File: src/rtl/nama_pkg.sv
`timescale 1ns / 1ps
package nama_pkg;
    localparam int SAMPLE_W = 16;
    localparam int MEAN_W   = 24;
    localparam int CFG_W    = 17;
    localparam int CFG_IDX_W = 3;

    localparam logic [CFG_IDX_W-1:0] CFG_ROWS   = 3'd0;
    localparam logic [CFG_IDX_W-1:0] CFG_COLS   = 3'd1;
    localparam logic [CFG_IDX_W-1:0] CFG_RADIUS = 3'd2;
    localparam logic [CFG_IDX_W-1:0] CFG_RSQ    = 3'd3;
    localparam logic [CFG_IDX_W-1:0] CFG_DISK   = 3'd4;
    localparam logic [CFG_IDX_W-1:0] CFG_FRAC   = 3'd5;

    localparam logic REQ_WRITE = 1'b0;
    localparam logic REQ_QUERY = 1'b1;

    typedef struct packed {
        logic                req_type;
        logic [7:0]          row;
        logic [7:0]          col;
        logic signed [15:0]  sample;
        logic                sample_valid;
    } req_t;

    typedef struct packed {
        logic signed [23:0] mean;
        logic               defined;
    } rsp_t;

    // handshake between the window scan and the divider
    typedef struct packed {
        logic               start;
        logic signed [31:0] sum;
        logic [12:0]        count;
    } div_req_t;

    typedef struct packed {
        logic               done;
        logic signed [23:0] quot;
    } div_rsp_t;
endpackage

File: src/rtl/nama_div.sv
`timescale 1ns / 1ps
module nama_div (
    input  logic                clk,
    input  logic                rst_n,
    input  nama_pkg::div_req_t  req,
    output nama_pkg::div_rsp_t  rsp
);
    import nama_pkg::*;

    // restoring division of |sum|*256 by count, one quotient bit a cycle
    localparam int NUM_W = 40;
    logic [NUM_W-1:0] num_reg, num_next;
    logic [13:0]      rem_reg, rem_next;
    logic [12:0]      den_reg;
    logic [5:0]       cnt_reg, cnt_next;
    logic             neg_reg, busy_reg, busy_next, done_reg;
    logic [31:0]      abs_sum;
    logic [13:0]      shifted;
    logic [NUM_W-1:0] qmag;

    assign abs_sum = req.sum[31] ? 32'(-req.sum) : 32'(req.sum);
    assign shifted = {rem_reg[12:0], num_reg[NUM_W-1]};

    always_comb
    begin
        num_next  = num_reg;
        rem_next  = rem_reg;
        cnt_next  = cnt_reg;
        busy_next = busy_reg;
        if (busy_reg)
        begin
            if (shifted >= {1'b0, den_reg})
            begin
                rem_next = shifted - {1'b0, den_reg};
                num_next = {num_reg[NUM_W-2:0], 1'b1};
            end
            else
            begin
                rem_next = shifted;
                num_next = {num_reg[NUM_W-2:0], 1'b0};
            end
            cnt_next = cnt_reg - 6'd1;
            if (cnt_reg == 6'd1)
            begin
                busy_next = 1'b0;
            end
        end
    end

    always_ff @(posedge clk or negedge rst_n)
    begin
        if (!rst_n)
        begin
            busy_reg <= 1'b0;
            done_reg <= 1'b0;
            cnt_reg  <= '0;
        end
        else
        begin
            done_reg <= busy_reg && (cnt_reg == 6'd1);
            if (req.start)
            begin
                busy_reg <= 1'b1;
                cnt_reg  <= 6'(NUM_W);
            end
            else
            begin
                busy_reg <= busy_next;
                cnt_reg  <= cnt_next;
            end
        end
    end

    always_ff @(posedge clk)
    begin
        if (req.start)
        begin
            num_reg <= {abs_sum, 8'd0};
            rem_reg <= '0;
            den_reg <= req.count;
            neg_reg <= req.sum[31];
        end
        else
        begin
            num_reg <= num_next;
            rem_reg <= rem_next;
        end
    end

    assign qmag      = num_reg;
    assign rsp.done  = done_reg;
    assign rsp.quot  = neg_reg ? 24'(-qmag[23:0]) : qmag[23:0];
endmodule

File: config.mk
export PLATFORM = sky130hd
export DESIGN_NAME = nama_div
export DESIGN_NICKNAME = d
export VERILOG_FILES = /design/src/rtl/nama_pkg.sv /design/src/rtl/nama_div.sv
export SDC_FILE = /design/constraint.sdc
export NUM_CORES = 1
export LEC_CHECK = 0
export BUFFER_PORTS_ARGS = -buffer_cell sky130_fd_sc_hd__buf_2
export CAP_MARGIN = 25
export CORE_UTILIZATION = 30
export CTS_BUF_LIST = sky130_fd_sc_hd__clkbuf_8
export DETAILED_ROUTE_END_ITERATION = 16
export PLACE_DENSITY = 0.52
export SLEW_MARGIN = 10
export SYNTH_ARGS = -nofsm -noshare
export SYNTH_HDL_FRONTEND = slang
export SYNTH_SLANG_ARGS = --single-unit
File: constraint.sdc
create_clock -name clk -period 2.7 [get_ports clk]
set_input_delay 0.27 -clock clk [delete_from_list [all_inputs] [get_ports clk]]
set_output_delay 0.27 -clock clk [all_outputs]
set_load 0.01 [all_outputs]
# Word-level counts from Yosys, hierarchy flattened
# Cells that the tools add are included.
[op_classes] add_sub_neg=4 multipliers=0 div=0 magnitude_cmp=1 n_eq_ne=1 shift=0 mux=11 n_bitwise=0 n_reduce_logical=2
[op_table] cell="$mux 40" n=2
[op_table] cell="$mux 32" n=1
[op_table] cell="$neg 32->32" n=1
[op_table] cell="$mux 24" n=1
[op_table] cell="$neg 24->24" n=1
[op_table] cell="$ge 14x13->1" n=1
[op_table] cell="$mux 13" n=1
[op_table] cell="$sub 13x13->13" n=1
[op_table] cell="$mux 6" n=2
[op_table] cell="$eq 6x1->1 const B" n=1
[op_table] cell="$sub 6x1->6 const B" n=1
[op_table] cell="$mux 1" n=4
[op_table] cell="$reduce_bool 2->1" n=1
[op_table] cell="$logic_and 1x1->1" n=1
[word_totals] ff_bits=75 latchBits=0 ramBits=0 mem_bits_ro=0 in_bits=48 output_inout_bits=25 elab_cells=27 n_memories=0

# Depth between registers and ports, before layout
[logic_depth] ltp_word=4 ltp_mapped=11 depth_no_buf=10

# Worst setup path after synthesis
# No wires, ideal clock.
[synth_timing] path_type="register -> register" startpoint="register num_reg[39]" endpoint="register rem_reg[0]" setup_ns=0.122 t_arrival_ns=2.634 required_time_ns=2.578 slack_ns=-0.056 stages_incl_launch_ff=11 path_buffers=1 synth_period_minus_slack_ns=2.756 cell_sequence="edfxtp_1 > inv_1 > ha_1 > inv_1 > fa_1 > a211oi_1 > o211ai_1 > a211oi_1 > nor2_1 > clkbuf_1 > o311a_1"
[synth_between] elab_chain_cells=2 elab_cells_between_ends=3 classes_between="add/sub: 1; order compare: 1; mux: 1"
[synth_rtl] element="start: declaration" line="nama_div.sv:12" rtl="logic [NUM_W-1:0] num_reg, num_next;"
[synth_rtl] element="start signal: assignment" line="nama_div.sv:78" rtl="num_reg <= {abs_sum, 8'd0};"
[synth_rtl] element="start signal: assignment" line="nama_div.sv:85" rtl="num_reg <= num_next;"
[synth_rtl] element="$sub 13x13->13 / $ge 14x13->1 (equally long branches)" line="nama_div.sv:34, nama_div.sv:32"
[synth_rtl] element="$mux 13 (*)" line="nama_div.sv:32" rtl="if (shifted >= {1'b0, den_reg})"
[synth_rtl] element="end signal: assignment" line="nama_div.sv:86" rtl="rem_reg <= rem_next;"
[synth_rtl] element="end: declaration" line="nama_div.sv:13" rtl="logic [13:0] rem_reg, rem_next;"
# Mark *: on every way between the ends. The rest lies on a longest branch, timed or not.
# A chain may end at the register's enable or synchronous reset.

==> impl_metrics.yaml <==
worst_setup_path:
  r2r_slack_ps: 190
  arrival_ps: 2640
  end_kind: "output port"
  worstSetupStartpointType: "register"
  path_class: "register to output port"
  r2r.worst_path.cells: 11
  rr_startpoint: "num_reg[39]$_DFFE_PP_"
  cp_max_fo: 4
  cp_data_required_time_ps: 2430
  cp-startpoint: "num_reg[13]$_DFFE_PP_"
cells_and_area:
  final_util_pct: 37.9
  final_cell_area_sq_mm: 0.00579
  finalNonFillerCells: 812
  largest_register_ffs: 40
  synthToLayoutAreaGrowth_pct: 22.6
  n_antenna_cell: 0
  nNetsFinal: 662
  drive_above_1_share_pct: 24.0
yosys:
  synth_most_common_cell: "nand2_1"
  synth_area_leaders: "edfxtp_1 29%, dfxtp_1 8.9%, xor2_1 5.9%"
  synth_edf_count: 46
  synth_top_area_share_pct: 29.2
  async_flop_share_pct: 10.7
  netlist_instances: 509
  yosysSeqAreaShare_pct: 42.4
  yosysUniqueCellTypes: 51
  syn-cell-area_sq_mm: 0.00472
  synth.ff_latch_count: 75
  avgSynthCellArea_sq_um: 9.28
  ys_warn_count: 0
  syn_nets: 575
  synth_ff_type: "edfxtp_1"
  synth_top_cells_by_count: "63 x nand2_1, 54 x o21ai_0, 46 x edfxtp_1, 37 x nor2_1, 32 x xor2_1"
  yosys.area.top_type: "edfxtp_1"
global_routing:
  grt.met1_usage_pct: 20.0
  grt_use_met3_pct: 4.19
  overflow: 0
  antenna_found_initial: 0
  grt_start_max_net_pins: 39
  grt_pass1_wl_um: 19100
  grt_usage_pct: 14.8
  use_met2_pct: 23.3
  busiest_layer: "met2"
  grt_pass1_vias: 3884
timing:
  rsz0062_at_grt: "yes"
  fin_ws_ps: -209
  drv_slew: 0
  setup-violations-final: 8
  tightest_slew_ps: 879
  worst_hold_slack_ps: 79.4
  skew_ps: 9.43
  fin_crit_sh_pct: 108
  layout_min_cycle_time_ps: 2910
  max_freq_ghz: 0.344
  slew_headroom_pct: 41.3
  final-hold-violation-count: 0
drt:
  drtIter0Drc: 284
  vias: 3984
  ant_nets: 0
  dr.pass1.iters: 4
  drc: 0
  wl_per_cell_um: 14.1
  viasPerCell: 4.91
  drt_wl_total_um: 11500
flow_run:
  max_cap_viol_count: 0
min_path:
  hold_depth: 1
  min-delay-start: "req[2]"
  min-delay-path-class: "input pin to register"
die:
  pin_count: 73
  die_w_um: 127
  die_area_sq_mm: 0.0162
  coreArea_sq_mm: 0.0153
  start_util_pct: 31.0
  fp.dieH_um: 127
  fp-row-count: 45
place:
  hpwl_um: 8100
  port_buffers: 72
  dp.cells: 785
  gp_congestion: 0.826
  dpl-instance-area_sq_mm: 0.00539
clocking:
  numCtsBuffers: 9
  worstSkewPairLatency_ps: 370
  clock_tree.buffer_depth: 2
  cts.sinks: 75
  clockRootBuffer: "clkbuf_8"
  htree_levels: 3
  clkTransAtPathRegs_ps: 90
  cts_tree: "done"
power:
  vdd_drop_max_mv: 0.213
  leakagePower_nw: 2.42
  powerDensity_mw_per_mm2: 492
run_status:
  status: "complete, but fails checks"
  violations: "negative setup slack"
-- cell families (layout without fill, tap and decap cells) --
family          after synthesis  count (layout)  synth area share [%]
xor+xnor                     62              62                  11.5
mux                          13              13                  2.75
compound gates              129             129                  18.1
flops                        75              75                  42.4
buf+inv                      53             145                  4.58
simple gates                159             159                  15.8
fa+ha+maj                    18              18                  4.93
-- cells in the final DEF (no fill, tap or decap), drive strengths merged, types with 4 or more instances in the layout --
master,netlist,final
a211oi,7,7
a21oi,12,12
buf,9,103
clkbuf,19,9
dfrtp,8,8
dfxtp,21,21
edfxtp,46,46
ha,17,17
inv,25,27
mux2i,13,13
nand2,63,63
nand2b,4,4
nand3,9,9
nor2,37,37
nor3,6,6
nor4,5,5
o211ai,5,5
o21a,4,4
o21ai,58,58
o31ai,20,20
o41ai,5,5
or3,13,13
or4,11,11
xnor2,30,30
xor2,32,32
-- power by group --
part | internal [mW] | switching, mW | total [mW]
Clock | 0.424 | 0.452 | 0.876
Combinational | 0.266 | 0.312 | 0.578
Sequential | 1.32 | 0.0738 | 1.40
Total | 2.01 | 0.837 | 2.85
-- path summary, 6_finish.rpt --
path                                            end
hold / removal                 den_reg[2]$_DFFE_PP_
hold reg to reg            rem_reg[10]$_SDFFE_PP0P_
setup / recovery                            rsp[23]
max in group asynchronous    cnt_reg[5]$_DFFE_PN0P_
setup reg to reg           rem_reg[10]$_SDFFE_PP0P_
min in group asynchronous    cnt_reg[4]$_DFFE_PN0P_
-- stage by stage --
step	setup WS, ps	TNS (ps)	power, mW
final	-209	-1110	2.85
after global routing	-308	-1960	3.02
after global placement	26.9	0	1.96
after CTS	-178	-1090	2.88
after floorplan	59.0	0	1.75
after detailed placement	-5.18	-9.36	1.96
-- worst max-delay path, stage by stage, from the launching register on --
cell and delay, ps:
edfxtp_1 390, or4_4 550, or3_4 350, or3_4 400
o31ai_4 290, xnor2_2 140, buf_2 150
-- layer usage --
metal | up-vias | wire (um)
li1 | 2018 | -
met1 | 1877 | 5520
met2 | 80 | 5300
met3 | 9 | 508
met4 | 0 | 121
met5 | - | 0
-- what timing repair did --
action / CTS / global route
endpoints found under the setup margin: 7 / 20
resized for setup: 13 / 10
hold buffers: 1 / 0
pin swaps: 10 / 9
hold endpoints to repair: 8 / 0
buffers inserted: 9 / 1
-- final cells by class --
cell class,instances,area [sq um]
clock buffers,9,124
clock inverters,7,68.8
fillers,1555,9470
inverters,25,93.8
multi-input cells,381,2630
flip-flops and latches,75,2000
well taps,211,264
repair buffers,104,607
(Power assumes the default switching activity.)
