### src/rtl/nama_pkg.sv
`timescale 1ns / 1ps
package nama_pkg;
    localparam int SAMPLE_W = 16;
    localparam int MEAN_W   = 24;
    localparam int CFG_W    = 17;
    localparam int CFG_IDX_W = 3;

    localparam logic [CFG_IDX_W-1:0] CFG_ROWS   = 3'd0;
    localparam logic [CFG_IDX_W-1:0] CFG_COLS   = 3'd1;
    localparam logic [CFG_IDX_W-1:0] CFG_RADIUS = 3'd2;
    localparam logic [CFG_IDX_W-1:0] CFG_RSQ    = 3'd3;
    localparam logic [CFG_IDX_W-1:0] CFG_DISK   = 3'd4;
    localparam logic [CFG_IDX_W-1:0] CFG_FRAC   = 3'd5;

    localparam logic REQ_WRITE = 1'b0;
    localparam logic REQ_QUERY = 1'b1;

    typedef struct packed {
        logic                req_type;
        logic [7:0]          row;
        logic [7:0]          col;
        logic signed [15:0]  sample;
        logic                sample_valid;
    } req_t;

    typedef struct packed {
        logic signed [23:0] mean;
        logic               defined;
    } rsp_t;

    // handshake between the window scan and the divider
    typedef struct packed {
        logic               start;
        logic signed [31:0] sum;
        logic [12:0]        count;
    } div_req_t;

    typedef struct packed {
        logic               done;
        logic signed [23:0] quot;
    } div_rsp_t;
endpackage

### src/rtl/nama_scan.sv
`timescale 1ns / 1ps
module nama_scan #(
    parameter int MAX_ROWS   = 256,
    parameter int MAX_COLS   = 256,
    parameter int MAX_RADIUS = 31
) (
    input  logic                clk,
    input  logic                rst_n,
    input  logic                start,
    input  logic [7:0]          row,
    input  logic [7:0]          col,
    input  logic [8:0]          rows_cfg,
    input  logic [8:0]          cols_cfg,
    input  logic [4:0]          radius_cfg,
    input  logic [9:0]          rsq_cfg,
    input  logic                disk_cfg,
    input  logic [16:0]         frac_cfg,
    output logic [$clog2(MAX_ROWS*MAX_COLS)-1:0] raddr,
    input  logic [16:0]         rdata,
    output nama_pkg::div_req_t  div_req,
    input  nama_pkg::div_rsp_t  div_rsp,
    output logic                busy,
    output logic                rsp_valid,
    output nama_pkg::rsp_t      rsp_data,
    input  logic                rsp_ready
);
    import nama_pkg::*;

    localparam int AW   = $clog2(MAX_ROWS*MAX_COLS);
    localparam int RW   = (MAX_ROWS > 1) ? $clog2(MAX_ROWS) : 1;
    localparam int CW   = (MAX_COLS > 1) ? $clog2(MAX_COLS) : 1;
    localparam int RADW = $clog2(MAX_RADIUS + 1) + 1;
    localparam int OW   = RADW + 1;

    typedef enum logic [5:0] {
        S_IDLE  = 6'b000001,
        S_SCAN  = 6'b000010,
        S_DRAIN = 6'b000100,
        S_CHECK = 6'b001000,
        S_DIV   = 6'b010000,
        S_OUT   = 6'b100000
    } state_t;

    state_t state_reg, state_next;
    logic signed [OW-1:0] d_reg, e_reg, r_s;
    logic signed [10:0]   rr, cc;
    logic [10:0]          rows_s, cols_s;
    logic [RADW-1:0]      r_sat;
    logic signed [31:0]   sum_reg;
    logic [12:0]          count_reg, area_reg;
    logic                 pend_reg, pend_next;
    logic [16:0]          frac_s;
    logic                 in_win, last_pos;
    logic [2*OW-1:0]      dsq, esq;
    logic [29:0]          lhs, rhs;
    logic                 def_reg;
    logic signed [23:0]   mean_reg;
    logic [7:0]           row_reg, col_reg;

    assign rows_s = (rows_cfg > 9'(MAX_ROWS)) ? 11'(MAX_ROWS) : 11'(rows_cfg);
    assign cols_s = (cols_cfg > 9'(MAX_COLS)) ? 11'(MAX_COLS) : 11'(cols_cfg);
    assign r_sat  = (32'(radius_cfg) > 32'(MAX_RADIUS)) ? RADW'(MAX_RADIUS)
                                                        : RADW'(radius_cfg);
    assign r_s    = OW'(r_sat);
    assign frac_s = (frac_cfg > 17'd65536) ? 17'd65536 : frac_cfg;

    assign rr  = 11'(signed'({3'b0, row_reg})) + 11'(d_reg);
    assign cc  = 11'(signed'({3'b0, col_reg})) + 11'(e_reg);
    assign dsq = (2*OW)'(d_reg) * (2*OW)'(d_reg);
    assign esq = (2*OW)'(e_reg) * (2*OW)'(e_reg);
    assign in_win = (rr >= 0) && (rr < signed'(rows_s)) && (cc >= 0)
                 && (cc < signed'(cols_s))
                 && (!disk_cfg || (32'(dsq) + 32'(esq) <= 32'(rsq_cfg)));
    assign last_pos = (d_reg == r_s) && (e_reg == r_s);
    assign raddr = AW'(32'(rr[RW-1:0]) * MAX_COLS + 32'(cc[CW-1:0]));

    assign lhs = 30'({count_reg, 16'd0});
    assign rhs = 30'(frac_s) * 30'(area_reg);

    always_comb
    begin
        state_next = state_reg;
        pend_next  = 1'b0;
        unique case (state_reg)
            S_IDLE:  if (start) state_next = S_SCAN;
            S_SCAN:
            begin
                pend_next = in_win;
                if (last_pos) state_next = S_DRAIN;
            end
            S_DRAIN: state_next = S_CHECK;
            S_CHECK: state_next = ((count_reg != 0) && (lhs >= rhs)) ? S_DIV : S_OUT;
            S_DIV:   if (div_rsp.done) state_next = S_OUT;
            S_OUT:   if (rsp_ready) state_next = S_IDLE;
            default: state_next = S_IDLE;
        endcase
    end

    always_ff @(posedge clk or negedge rst_n)
    begin
        if (!rst_n)
        begin
            state_reg <= S_IDLE;
            pend_reg  <= 1'b0;
        end
        else
        begin
            state_reg <= state_next;
            pend_reg  <= pend_next;
        end
    end

    always_ff @(posedge clk)
    begin
        unique case (state_reg)
            S_IDLE:
            begin
                // query position is held for the whole scan
                row_reg   <= row;
                col_reg   <= col;
                d_reg     <= -r_s;
                e_reg     <= -r_s;
                sum_reg   <= '0;
                count_reg <= '0;
                area_reg  <= '0;
                def_reg   <= 1'b0;
                mean_reg  <= '0;
            end
            S_SCAN:
            begin
                if (e_reg == r_s)
                begin
                    e_reg <= -r_s;
                    d_reg <= d_reg + OW'(1);
                end
                else
                begin
                    e_reg <= e_reg + OW'(1);
                end
                if (in_win) area_reg <= area_reg + 13'd1;
            end
            S_CHECK: def_reg <= (count_reg != 0) && (lhs >= rhs);
            S_DIV:   if (div_rsp.done) mean_reg <= div_rsp.quot;
            default: ;
        endcase
        // memory data arrives in the cycle after its address
        if (pend_reg && rdata[16])
        begin
            count_reg <= count_reg + 13'd1;
            sum_reg   <= sum_reg + 32'(signed'(rdata[15:0]));
        end
    end

    assign div_req.start = (state_reg == S_CHECK) && (state_next == S_DIV);
    assign div_req.sum   = sum_reg;
    assign div_req.count = count_reg;

    assign busy          = (state_reg != S_IDLE);
    assign rsp_valid     = (state_reg == S_OUT);
    assign rsp_data.mean = mean_reg;
    assign rsp_data.defined = def_reg;
endmodule

### config.mk
export PLATFORM = sky130hd
export DESIGN_NAME = nama_scan
export DESIGN_NICKNAME = d
export VERILOG_FILES = /design/src/rtl/nama_pkg.sv /design/src/rtl/nama_scan.sv
export SDC_FILE = /design/constraint.sdc
export NUM_CORES = 1
export LEC_CHECK = 0
export ABC_AREA = 1
export BUFFER_PORTS_ARGS = -buffer_cell sky130_fd_sc_hd__buf_2
export CAP_MARGIN = 20
export CORE_AREA = 3 3 182 184
export DETAILED_ROUTE_END_ITERATION = 8
export DIE_AREA = 0 0 185 187
export PLACE_DENSITY = 0.8
export SETUP_SLACK_MARGIN = 0.4
export SLEW_MARGIN = 20
export SYNTH_ARGS = -nofsm -noshare
export SYNTH_HDL_FRONTEND = slang
export SYNTH_SLANG_ARGS = --single-unit
### constraint.sdc
create_clock -name clk -period 7.8 [get_ports clk]
set_input_delay 0.39 -clock clk [delete_from_list [all_inputs] [get_ports clk]]
set_output_delay 0.39 -clock clk [all_outputs]
set_load 0.005 [all_outputs]
## Word-level counts from Yosys, hierarchy flattened

Index checks and enable logic that the tools add are counted.

| word-level totals | value |
|---|---|
| output and inout port bits | 89 |
| flip-flop bits (word level) | 120 |
| logic and storage cells | 87 |
| input bits | 113 |

| cells by class | value |
|---|---|
| order comparisons | 9 |
| multiplexer cells | 23 |
| add/sub/neg operators | 10 |
| multiply operators | 3 |
| eq/ne operators | 13 |
| reduce and logical (&&, ||, !) cells | 18 |

Operators with widths:

| kind | count |
|---|---|
| 32-bit two-way mux | 2 |
| 24-bit case mux with 2 select lines | 1 |
| 13-bit two-way mux | 3 |
| 6-bit case mux with 6 select lines | 1 |
| 32-bit by 16-bit adder with 32-bit output | 1 |
| 29-bit by 30-bit greater-or-equal comparator with 1-bit output | 1 |
| 17-bit by 13-bit multiplier with 30-bit output | 1 |
| 6-bit two-way mux | 5 |
| 7-bit by 7-bit multiplier with 14-bit output | 2 |
| 7-bit case mux with 2 select lines | 2 |
| 13-bit by 1-bit adder with 13-bit output (second input constant) | 2 |
| 13-bit case mux with 2 select lines | 1 |
| 24-bit two-way mux | 1 |
| 9-bit by 7-bit adder with 10-bit output | 2 |
| 10-bit by 1-bit greater-or-equal comparator with 1-bit output (second input constant) | 2 |
| 10-bit less-than comparator | 2 |
| 9-bit > comparator (second input constant) | 2 |
| 9-bit two-way mux | 2 |
| 17-bit > comparator (second input constant) | 1 |
| 17-bit two-way mux | 1 |
| 16-bit by 8-bit adder with 16-bit output | 1 |
| 14-bit by 14-bit adder with 15-bit output | 1 |
| 15-bit by 10-bit less-or-equal comparator with 1-bit output | 1 |
| 7-bit by 2-bit adder with 7-bit output (second input constant) | 2 |
| other kinds (19) | 36 |

## Longest topological paths before layout

Gate-level depths: netlist (run 1).

| depth | value |
|---|---|
| depth in word-level cells | 9 |
| depth in mapped cells | 47 |
| gate-level depth less buffers | 46 |

## Worst setup path before layout (run 1)

No wires, ideal clock.

| path | value |
|---|---|
| kind | in2out |
| from | input frac_cfg[15] |
| to | output div_req[45] (netlist name) |
| arrival | 6.525 ns |
| required time | 7.410 ns |
| cell stages on the path | 42 |
| slack | 0.885 ns |
| path buffers | 1 |
| cells stage by stage | nor2_1 nand2_1 nor2_1 nand2_1 nand2_1 buf_2 nand2_1 inv_1 nand2_1 fa_1 fa_1 fa_1 inv_1 fa_1 inv_1 fa_1 inv_1 ha_1 [6 not listed] nand3_2 nand2_2 nand3_1 nand2_1 xnor2_1 ha_1 nand2_1 nor2_1 nand3_1 nor3_1 nand2_1 nor2_1 nand3_1 nand2_1 nand2_1 nand3_2 nand3_2 inv_1 |

RTL lines:

| item | line | source |
|---|---|---|
| start, declared | nama_scan.sv:17 | `input logic [16:0] frac_cfg,` |
| end, declared | nama_scan.sv:20 | `output nama_pkg::div_req_t div_req,` |

==> impl_metrics.toml, run 1 <==
[logic_synthesis]
synth_adder_area_share_pct = 38.7
ys_ff_latch = 120
ys.flop_type = "edfxtp_1"
synth_top_family_by_area = "adder cells"
synth_xor_area_share_pct = 3.66
synth_top_cell_area_share_pct = 24.3
ys_types = 56
synthMuxAreaShare_pct = 0
synth_simple_gate_area_share_pct = 19.4
synth_area_leaders = "fa_1, edfxtp_1, ha_1"
synth_fp_nets = 3037
synth_edf_count = 113
yosysWarnings = 0
netlist_area_um2 = 19600
syn_avg_cell_area_um2 = 7.97
ys_async_sr_fraction_pct = 5.83
synth_common_cells = "inv_1, nand2_1, nor2_1"
yosysMostFrequentCell = "inv_1"
yosysSeqAreaShare_pct = 18.2
synth_largest_area_cell = "fa_1"
synth_compound_area_share_pct = 8.57
synthCells = 2460

[placed_design]
dp.cells = 3068
gp_congestion = 0.978
hpwl_mm = 44.9
port_buffers = 201
post_dp_cell_area_um2 = 21300

[floorplanning]
ioPinCount = 202
die_w_um = 185
core_um2 = 31600
fp.dieH_um = 187
initial_core_util_pct = 62.1
dieArea_um2 = 34600
rows = 65

[detailed_routing]
drtPass1Iterations = 6
antenna_left = 0
avgViaCountPerCell = 5.69
vias = 17900
drc_errors = 0
drt_iter0_markers = 1625
wire_per_inst_um = 18.2
wirelength_mm = 57.3

[global_routing]
gr-max-usage-layer = "met2"
grt_max_degree = 46
grt_pass1_vias = 17700
grt_pass1_wl_mm = 88.0
antenna_found_initial = 7
grt_use_met2_pct = 48.6
grtUsageMet1_pct = 45.0
grt.overflow.total = 0
use_met3_pct = 7.90
grt_usage_pct = 31.6

[sta]
holdWs_ns = 0.135
finalSetupViolations = 0
relSlewSlack_pct = 22.0
slew_violations = 0
hold_viol_final = 0
rsz0062_at_grt = "yes"
fmaxAchievable_mhz = 133
fin_crit_ns = 7.51
skew_ns = 0.0142
worst_pin_slew_ns = 1.16
fin_crit_sh_pct = 96.3

[critical_path]
critPathMaxStageDelay_ns = 0.53
crit_top_cell = "fa_1"
cp-start-kind = "input port"
crit_type = "in2out"
r2r_cells = 29
slowest_stage = "fa_1"
path_max_fanout = 8
required_ns = 7.41
end_kind = "output port"
arrival_ns = 7.12

[hold_path]
worstHoldPathType = "in2reg"
hold_depth = 1

[clock_tree]
cts_sinks = 120
clockBufferDepth = 2
clkLatencyLatePin_ns = 0.44
clk_root_buffer_cell = "clkbuf_16"
cts_buffers = 17
cts_tree = "done"
clk_pin_slew_worst_paths_ns = 0.07
h-tree-depth = 4

[layout]
fill_cells = 2356
drive_gt1_share_pct = 20.2
fin_cells = 3150
nNetsFinal = 3308
final_cell_area_um2 = 23200
largest_reg_flops = 32
areaGrowthSynthToFinish_pct = 18.1

[status]
status = "finished clean"

[flow_run]
cap_violations = 0
==> per-stage QoR <==
step / utilization (%) / setup slack (ns) / TNS (ns)
after floorplan: - / 0.885 / 0
after CTS: 70.1 / 0.403 / 0
final: 73.4 / 0.292 / 0
after global routing: 73.4 / 0.103 / 0
after detailed placement: 67.6 / -0.0423 / -0.0423
after global placement: 67.6 / 0.293 / 0
==> worst max-delay path: cells and delay by family <==
| kind | cells | cell delay, ns |
|---|---|---|
| adders and majority gates | 7 | 3.05 |
| AOI/OAI and AO/OA | 2 | 0.40 |
| buffers and inverters | 8 | 0.82 |
| and+or+nand+nor | 22 | 2.26 |
| xor gates and xnor gates | 1 | 0.13 |
==> final cells by class <==
cell class              instances  area [um2]  area share [%]
clock buffers                  17         425            1.84
well taps                     402         503            2.17
diodes                          4        10.0          0.0432
repair buffers                298        1840            7.95
clock inverters                15         155           0.670
inverters                     546        2100            9.06
multi-input cells            1747       14500            62.8
repair inverters                1        5.00          0.0216
flip-flops and latches        120        3570            15.4
==> cell families after synthesis <==
kind of cell / Yosys count
and+or+nand+nor: 907
buffers and inverters: 593
adders and majority gates: 464
AOI/OAI and AO/OA: 294
DFF: 120
xor gates and xnor gates: 82
==> layout by cell type, fill, tap and decap left out, types with 27 or more instances in the layout <==
cell type / synthesis / routed
buf_2: 4 / 196
ha_1: 226 / 213
a21oi_1: 138 / 134
inv_1: 539 / 501
edfxtp_1: 113 / 113
nand2_2: 12 / 35
xor2_1: 47 / 47
nor2_2: 6 / 30
fa_1: 238 / 227
nor2_1: 264 / 218
nand2_1: 477 / 434
nand3_1: 56 / 52
xnor2_1: 35 / 34
buf_4: 1 / 88
o21ai_0: 70 / 70
inv_2: 3 / 27
==> metal layers <==
metal / vias to the layer above / wire length (um)
met5: - / 68
met1: 8623 / 23000
met2: 887 / 26300
met4: 10 / 1760
li1: 8257 / -
met3: 148 / 6240
==> worst paths after layout <==
| check | from | to | slack (ns) |
|---|---|---|---|
| worst max-delay path | frac_cfg[0] | div_req[45] | 0.29 |
| worst min-delay path | row[1] | row_reg[1] | 0.13 |
| worst max register to register | d_reg[3] | area_reg[9] | 0.84 |
| worst min register to register | state_reg[3] | state_reg[3] | 0.48 |
| max in group asynchronous | rst_n | state_reg[0] | 7.22 |
| min in group asynchronous | rst_n | state_reg[1] | 0.35 |
==> repair_timing <==
action	4_1_cts	5_1_grt
endpoints found under the setup margin	1	14
hold endpoints to repair	7	0
pin swaps	6	96
gates cloned	0	2
hold buffers	1	0
buffers inserted	4	39
gates resized for setup	51	205
Power of run 1 is not shown: default switching activity piles up to over one toggle a cycle in this logic, so the estimate is an artifact.
==> inputs of run 2 (changes only) <==
Settings changed: RECOVER_POWER from default to 25.
==> impl_metrics.toml, run 2 (synthesis gave the netlist of run 1 again) <==
[status]
status = "finished clean"

[layout]
areaGrowthSynthToFinish_pct = 17.8
seqCellArea_um2 = 3570
fill_cells = 2382
multi_input_area_um2 = 14500
largest_reg_flops = 32
mostFrequentLayoutCell = "inv_1"
nNetsFinal = 3308
drive_gt1_share_pct = 18.6
final_cell_mix = "inv_1, nand2_1, fa_1"

[global_routing]
grt_max_degree = 46
grt_pass1_vias = 17700
antenna_found_initial = 7
grt_usage_pct = 31.6
grt_pass1_wl_mm = 88.0
grt.overflow.total = 0

[floorplanning]
fp.dieH_um = 187
ioPinCount = 202
core_um2 = 31600
die_w_um = 185
initial_core_util_pct = 62.1
rows = 65
dieArea_um2 = 34600

[placed_design]
gp_congestion = 0.978
port_buffers = 201
hpwl_mm = 44.9
place_ws_ns = -0.0423

[critical_path]
arrival_ns = 7.13
required_ns = 7.41
ff2ff_setup_slack_ns = 0.85
slowest_stage = "fa_1"
critPathMaxStageDelay_ns = 0.53
crit_top_cell = "fa_1"
path_max_fanout = 8
crit_type = "in2out"
end_kind = "output port"
cp-start-kind = "input port"
r2r_cells = 29

[sta]
skew_ns = 0.0147
hold_viol_final = 0
rsz0062_at_grt = "yes"
relSlewSlack_pct = 23.6
timing.final.ws_setup_ns = 0.283
slew_violations = 0
worst_pin_slew_ns = 1.13
finalSetupViolations = 0
fmaxAchievable_mhz = 133
fin_crit_sh_pct = 96.4
fin_crit_ns = 7.52

[hold_path]
worstHoldPathType = "in2reg"
hold_depth = 1

[clock_tree]
clk_pin_slew_worst_paths_ns = 0.07
clk_root_buffer_cell = "clkbuf_16"
clockBufferDepth = 2
cts_tree = "done"
cts_sinks = 120
clkLatencyLatePin_ns = 0.44
h-tree-depth = 4
cts_buffers = 17

[detailed_routing]
wirelength_mm = 57.5
antenna_left = 0
drtPass1Iterations = 5
wire_per_inst_um = 18.2
vias = 17900
avgViaCountPerCell = 5.70
drt_iter0_markers = 1655
drc_errors = 0

[flow_run]
cap_violations = 0
[run 2: changes by cell type in the layout (fill, tap and decap cells not counted), sizes merged]
cell / before / now
buf: 295 / 253
clkbuf: 19 / 61
diode: 4 / 3
[run 2: routing by layer]
metal | vias up | global-route usage [%] | wire length (um)
met5 | - | 0 | 67
met4 | 10 | 8.37 | 1770
met3 | 142 | 7.90 | 6140
met2 | 908 | 48.6 | 26400
met1 | 8621 | 45.0 | 23100
li1 | 8256 | - | -
[run 2: final timing paths]
kind | start | end
worst min register to register | state_reg[3] | state_reg[3]
min in group asynchronous | rst_n | state_reg[1]
worst max register to register | d_reg[3] | area_reg[9]
worst max-delay path | frac_cfg[0] | div_req[45]
max in group asynchronous | rst_n | state_reg[0]
worst min-delay path | row[1] | row_reg[1]
[run 2: final cells by class]
cell class              instances  area share [%]
flip-flops and latches        120            15.5
diodes                          3          0.0325
repair buffers                298            7.75
multi-input cells            1747            63.0
clock inverters                15           0.672
repair inverters                1          0.0217
well taps                     402            2.18
clock buffers                  17            1.84
inverters                     546            9.08
[run 2: metrics by stage]
stage                     cells  utilization [%]  area (um2)  setup TNS [ns]  hold WS [ns]
after CTS                  3105             70.1       22100               0         0.129
final                      3149             73.2       23100               0         0.134
after detailed placement   3068             67.6       21300         -0.0423         0.229
after global placement     3068             67.6       21300               0         0.228
after floorplan            2460                -       19600               0        0.0944
after global routing       3148             73.2       23100               0         0.133
[run 2: what timing repair did]
action,4_1_cts,5_1_grt
hold endpoints to repair,7,0
gates cloned,0,2
hold buffers,1,0
pin swaps,6,96
resized for setup,51,205
endpoints found under the setup margin,1,14
buffers inserted,4,39
[run 2: worst max-delay path: cells and delay by family]
| kind | cells | cell delay [ns] |
|---|---|---|
| AO/OA/AOI/OAI | 2 | 0.40 |
| XOR/XNOR | 1 | 0.13 |
| AND/OR/NAND/NOR | 22 | 2.31 |
| buffers and inverters | 8 | 0.82 |
| adder cells (fa/ha/maj) | 7 | 3.04 |
Power of run 2 is left out for the same reason.
